==> config.mk <==
export PLATFORM = sky130hd
export DESIGN_NAME = tgc_ctrl
export DESIGN_NICKNAME = d
export VERILOG_FILES = /design/src/hw/rtl/tgc_pkg.sv /design/src/hw/rtl/tgc_ctrl.sv
export SDC_FILE = /design/constraint.sdc
export NUM_CORES = 1
export LEC_CHECK = 0
export ABC_AREA = 1
export BUFFER_PORTS_ARGS = -buffer_cell sky130_fd_sc_hd__buf_2
export CORE_UTILIZATION = 45
export CTS_CLUSTER_DIAMETER = 60
export CTS_CLUSTER_SIZE = 25
export DETAILED_ROUTE_END_ITERATION = 10
export PLACE_DENSITY_LB_ADDON = 0.12
export REMOVE_ABC_BUFFERS = 1
export SETUP_SLACK_MARGIN = 0.02
export SYNTH_ARGS = -nofsm -noshare
export SYNTH_HDL_FRONTEND = slang
export SYNTH_SLANG_ARGS = --single-unit
==> constraint.sdc <==
create_clock -name aclk -period 2 [get_ports aclk]
set_clock_uncertainty 0.2 [all_clocks]
set_input_delay 0.4 -clock aclk [delete_from_list [all_inputs] [get_ports aclk]]
set_output_delay 0.4 -clock aclk [all_outputs]
set_load 0.05 [all_outputs]
==> src/hw/rtl/tgc_pkg.sv <==
`timescale 1ns / 1ps
// Shared types and constants of the trilinear grid correction block.
// No dependencies; every other file of the block imports this package.
package tgc_pkg;

    localparam int GRID_X_DEF = 17;
    localparam int GRID_Y_DEF = 17;
    localparam int GRID_Z_DEF = 17;

    // Item kinds on the input channel.
    localparam logic KIND_WRITE = 1'b0;
    localparam logic KIND_QUERY = 1'b1;

    // Scaling: 65536/32000 = 256/125 for x and y, 65536/16000 = 512/125 for z.
    // 256/125 = 2 + 6/125 and 512/125 = 4 + 12/125; the part over 125 uses a
    // reciprocal that is exact for every numerator below 2^24 seen here.
    localparam int XY_OFFSET  = 16000;
    localparam int DIV_BY     = 125;
    localparam int XY_REM_MUL = 6;
    localparam int Z_REM_MUL  = 12;
    localparam int MAG_W      = 21;
    localparam int NUMR_W     = 24;
    localparam int RECIP      = 17179870;
    localparam int RCP_W      = 25;
    localparam int RCP_SHIFT  = 31;
    localparam int QUO_W      = 24;
    localparam int DIV_STEPS  = 2;
    localparam int DCNT_W     = $clog2(DIV_STEPS);

    localparam int FRAC_BITS = 16;
    localparam int IDX_W     = 6;
    localparam int WGT_W     = 18;
    localparam int WXY_W     = 2 * WGT_W;
    localparam int P_W       = 3 * WGT_W;
    localparam int CW_W      = 22;
    localparam int PROD_W    = 16 + CW_W;
    localparam int ACC_W     = PROD_W + 4;
    localparam int WORD_W    = 16;

    localparam int CORNERS   = 8;
    localparam int COMPS     = 3;

    typedef struct packed {
        logic       mem_write;
        logic       load_pos;
        logic       div_step;
        logic       split;
        logic       calc_base;
        logic       issue;
        logic [2:0] corner;
        logic [1:0] comp;
        logic       load_out;
    } tgc_cmd_t;

    typedef struct packed {
        logic pipe_busy;
        logic out_free;
    } tgc_sts_t;

endpackage

==> src/hw/rtl/tgc_ctrl.sv <==
`timescale 1ns / 1ps
// Sequencer of the trilinear grid correction block: accepts words and steps a query
// through division, split, address and corner reads. Depends on tgc_pkg.
module tgc_ctrl
    import tgc_pkg::*;
(
    input  logic     aclk,
    input  logic     aresetn,
    input  logic     s_valid,
    output logic     s_ready,
    input  logic     s_kind,
    output tgc_cmd_t cmd,
    input  tgc_sts_t sts
);

    typedef enum logic [6:0] {
        ST_IDLE  = 7'b0000001,
        ST_DIV   = 7'b0000010,
        ST_SPLIT = 7'b0000100,
        ST_BASE  = 7'b0001000,
        ST_ISSUE = 7'b0010000,
        ST_DRAIN = 7'b0100000,
        ST_DONE  = 7'b1000000
    } tgc_state_t;

    tgc_state_t        state_reg, state_next;
    logic [DCNT_W-1:0] dcnt_reg, dcnt_next;
    logic [2:0]        corner_reg, corner_next;
    logic [1:0]        comp_reg, comp_next;
    logic              accept;

    assign s_ready = (state_reg == ST_IDLE);
    assign accept  = s_valid && s_ready;

    always_comb begin
        state_next  = state_reg;
        dcnt_next   = dcnt_reg;
        corner_next = corner_reg;
        comp_next   = comp_reg;
        cmd         = '0;
        cmd.corner  = corner_reg;
        cmd.comp    = comp_reg;
        case (state_reg)
            ST_IDLE: begin
                if (accept) begin
                    if (s_kind == KIND_QUERY) begin
                        cmd.load_pos = 1'b1;
                        dcnt_next    = '0;
                        state_next   = ST_DIV;
                    end else begin
                        cmd.mem_write = 1'b1;
                    end
                end
            end
            ST_DIV: begin
                cmd.div_step = 1'b1;
                dcnt_next    = dcnt_reg + 1'b1;
                if (dcnt_reg == DCNT_W'(DIV_STEPS - 1)) begin
                    state_next = ST_SPLIT;
                end
            end
            ST_SPLIT: begin
                cmd.split  = 1'b1;
                state_next = ST_BASE;
            end
            ST_BASE: begin
                cmd.calc_base = 1'b1;
                corner_next   = '0;
                comp_next     = '0;
                state_next    = ST_ISSUE;
            end
            ST_ISSUE: begin
                cmd.issue = 1'b1;
                if (comp_reg == 2'(COMPS - 1)) begin
                    comp_next   = '0;
                    corner_next = corner_reg + 1'b1;
                    if (corner_reg == 3'(CORNERS - 1)) begin
                        state_next = ST_DRAIN;
                    end
                end else begin
                    comp_next = comp_reg + 1'b1;
                end
            end
            ST_DRAIN: begin
                if (!sts.pipe_busy) begin
                    state_next = ST_DONE;
                end
            end
            ST_DONE: begin
                if (sts.out_free) begin
                    cmd.load_out = 1'b1;
                    state_next   = ST_IDLE;
                end
            end
            default: begin
                state_next = ST_IDLE;
            end
        endcase
    end

    always_ff @(posedge aclk) begin
        if (!aresetn) begin
            state_reg  <= ST_IDLE;
            dcnt_reg   <= '0;
            corner_reg <= '0;
            comp_reg   <= '0;
        end else begin
            state_reg  <= state_next;
            dcnt_reg   <= dcnt_next;
            corner_reg <= corner_next;
            comp_reg   <= comp_next;
        end
    end

endmodule

Word level (Yosys, flattened, before mapping)
Cells that the tools add are included.

storage, ports and cells
  logic and storage cells = 54
  register bits = 13
  output and inout bits = 13
  input port bits = 6

operators by class
  reduce and logical (&&, ||, !) cells = 6
  add/subtract/negate cells = 3
  eq/ne operators = 16
  mux-type cells = 25

operator list
  cell                 number
  $mux 7               7
  $pmux 7 s7           1
  $mux 1               10
  $ne 2x2->1 const B   5
  $eq 7x1->1 const B   1
  $eq 7x2->1 const B   1
  $eq 7x3->1 const B   1
  $eq 7x4->1 const B   1
  $eq 7x5->1 const B   1
  $eq 7x6->1 const B   1
  $eq 7x7->1 const B   1
  $reduce_and 7->1     1
  $mux 2               3
  $pmux 3 s2           1
  $ne 2x1->1 const B   2
  $pmux 2 s2           1
  $reduce_bool 2->1    2
  $add 3x1->3 const B  1
  $eq 3x3->1 const B   1
  $mux 3               1
  $reduce_and 3->1     1
  $add 2x1->2 const B  1
  $eq 2x2->1 const B   1
  $pmux 1 s2           1
  other kinds (3)      3

Longest topological paths before layout
  depth in word-level cells = 4
  gate-level depth with buffers = 10
  depth with buffers taken out = 10

Worst setup path after synthesis
No wires, ideal clock.

  kind = flip-flop to output port
  start point = register state_reg[3]
  end point = output port cmd[0] (netlist name)
  data arrival time = 2.092 ns
  setup slack = -0.692 ns
  path buffers = 0
  data required time = 1.400 ns
  cell stages (with the launch flop) = 6
  cells stage by stage = dfxtp_1 > inv_2 > nand2_4 > nor2_4 > inv_1 > nor4_1

RTL lines
  what                    RTL line         RTL
  start, declared         tgc_ctrl.sv:26   tgc_state_t state_reg, state_next;
  start signal, assigned  tgc_ctrl.sv:108  state_reg <= state_next;
  end, declared           tgc_ctrl.sv:12   output tgc_cmd_t cmd,

==> out/qor.csv <==
metric;value;unit
Die Height;44.5;um
Cells after Synth;121;
status;completed;
clock latency on the worst-skew pair;0.28;ns
Die X;44.5;um
Most Used Layer, Global Route;met2;
Routed WL per cell;11.1;um
Post-Place Setup Slack;0.153;ns
Worst Max-Slew Pin Slew;0.295;ns
Pleak;0.646;nW
Yosys cell types;21;
post-synth top area cell;dfxtp_1;
n_diodes;0;
GR Util met2;39.7;%
RD Place Congestion;0.795;
fin util;74.6;%
post-synthesis mux area share;0;%
Critical Path AT;1.39;ns
clock transition at the registers of the reported paths;0.08;ns
Syn. warnings;0;
drt total wl;2.05;mm
area grow syn2layout;46.5;%
CTS Buffer Depth;2;
initial antenna violation count;0;
largest family of logic cells by synthesized area;simple AND/OR/NAND/NOR gates;
register area share after synthesis;32.0;%
final-stage net count;169;
DP HPWL;1.46;mm
Routed Antenna Nets;0;
Worst Setup Start Kind;register;
CTS buffer count;3;
# DRC;0;
Slew HR;80.2;%
worst vdd ir;0.864;mV
grt ovf;0;
HP Class;input pin to register;
Post-Synth Adder-Cell Area;3.08;%
Compound-Gate Fraction of Synth Area;7.40;%
GRT met1 Usage;26.2;%
Slew Limit Fails;0;
met3 usage;8.16;%
RSZ-0062 raised after global routing;yes;
Yosys top cell area share;32.0;%
via/cell ratio;4.91;
Fmax;503;MHz
# clock sinks;13;
Post-Synth XOR/XNOR Area;0;%
pwr dens;1270;nW/um^2
Yosys reg bits;13;
Die Footprint;1980;sq um
number of flip-flops in the largest register;7;
vias in the first global route;857;
mapped cell area;812;sq um
post-synthesis simple-gate area fraction;45.6;%
Clock Root Buffer;clkbuf_4;
min cycle time layout;1.99;ns
FILL cells;121;
Iter 0 DRT Violations;13;
Period Utilization, post-route;99.3;%
floorplan core area;1590;sq um
first-pass GRT wire length;3.34;mm
fraction of layout instances using a drive strength above 1;49.4;%
via count;904;
final hold viol count;0;
effective utilization at floorplan;50.9;%
IO Port Bufs;18;
syn avg cell area;6.71;sq um
Placement Cell Area;962;sq um
Final Instance Area;1190;sq um
Crit Path Max Fanout;3;
DR pass1 iterations;4;
H-Tree Depth;1;
Total Power;0.00151;W
top post-synthesis cells by area;dfxtp_1 32%, nand2_1 10%, nor2_1 7.9%, nand3_1 7.4%, inv_1 7.4%;
Total GRT Usage;22.8;%
I/O pins;19;
endpoints failing setup;0;
CP endpoint kind;output port;
Cell Rows;14;
Req. time, crit path;1.40;ns
CTS tree;built;
pin count of the biggest net entering global routing;9;
Setup CP Type;register to output port;
Max-Cap Viols;0;
Final WS setup;0.0132;ns
-- cell usage after synthesis --
cell	count
nor4_1	1
nor3_1	1
o21ai_1	2
inv_1	16
nand3_2	2
a211oi_1	2
nor3_2	2
dfxtp_1	13
nand4_2	1
nand2_4	1
nand3_1	12
inv_4	1
inv_2	8
a21oi_1	7
nor2_1	17
nand2_1	22
nor2_4	2
nor2_2	5
ha_1	2
nand2_2	3
nor3_4	1
-- path summary, 6_finish.rpt --
kind / start / endpoint / slack, ns / cells after the start
setup / recovery: state_reg[5] / cmd[11] / 0.01 / 8
hold / removal: aresetn / state_reg[0] / 0.19 / 2
setup reg to reg: state_reg[2] / state_reg[6] / 0.33 / 11
hold reg to reg: corner_reg[0] / corner_reg[0] / 0.29 / 1
-- layer usage --
metal | up-vias | wire [um] | share of wire, %
li1 | 454 | - | -
met1 | 428 | 901 | 44
met2 | 18 | 1050 | 51
met3 | 4 | 78 | 3.8
met4 | 0 | 20 | 0.98
met5 | - | 0 | 0
-- power by group --
part	switching (W)	internal, W	leakage [nW]
Combinational	0.000619	0.000382	0.524
Sequential	0.0000449	0.000304	0.107
Clock	0.0000812	0.0000773	0.0150
-- cells in the final DEF (no fill, tap or decap), types with 7 or more instances in the layout --
cell | netlist | routed
nor2_2 | 5 | 7
nand3_1 | 12 | 12
a21oi_1 | 7 | 7
buf_2 | 0 | 11
inv_1 | 16 | 13
buf_4 | 0 | 18
nor2_1 | 17 | 12
inv_2 | 8 | 10
nand2_1 | 22 | 20
dfxtp_1 | 13 | 9
-- logic make-up (layout without fill, tap and decap cells) --
group / after synthesis / in the layout
adders and majority gates: 2 / 2
DFF: 13 / 13
AOI/OAI and AO/OA: 11 / 11
and+or+nand+nor: 70 / 70
buffers and inverters: 25 / 64
-- worst max-delay path, cell delays in order, from the launching register on --
cell and delay [ns]:
dfxtp_2 0.34, inv_2 0.08, nand2_4 0.06, nor2_4 0.12, nand2_2 0.09, nor2_4 0.10, inv_2 0.06, nor2_2 0.09
buf_6 0.16
-- timing repair --
item	CTS	global route
gates resized for setup	23	13
hold buffers	0	0
pin swaps	6	7
setup endpoints to repair	7	7
setup buffers	6	7
-- final cells by class --
cell class,instances,area [sq um],area share (%)
Multi-Input combinational cell,83,504,42.4
Sequential cell,13,265,22.3
Timing Repair Buffer,35,265,22.3
Inverter,25,98.8,8.31
Tap cell,24,30.0,2.52
Clock buffer,4,26.3,2.21
-- through the flow --
step	TNS (ns)	cells	hold WS [ns]
finish	0	184	0.186
global placement	0	167	0.251
detailed placement	0	167	0.261
global route	-0.320	184	0.171
floorplan	-0.964	121	0.239
CTS	-0.00144	177	0.166
Note: power is estimated with default switching activity, not from simulation.
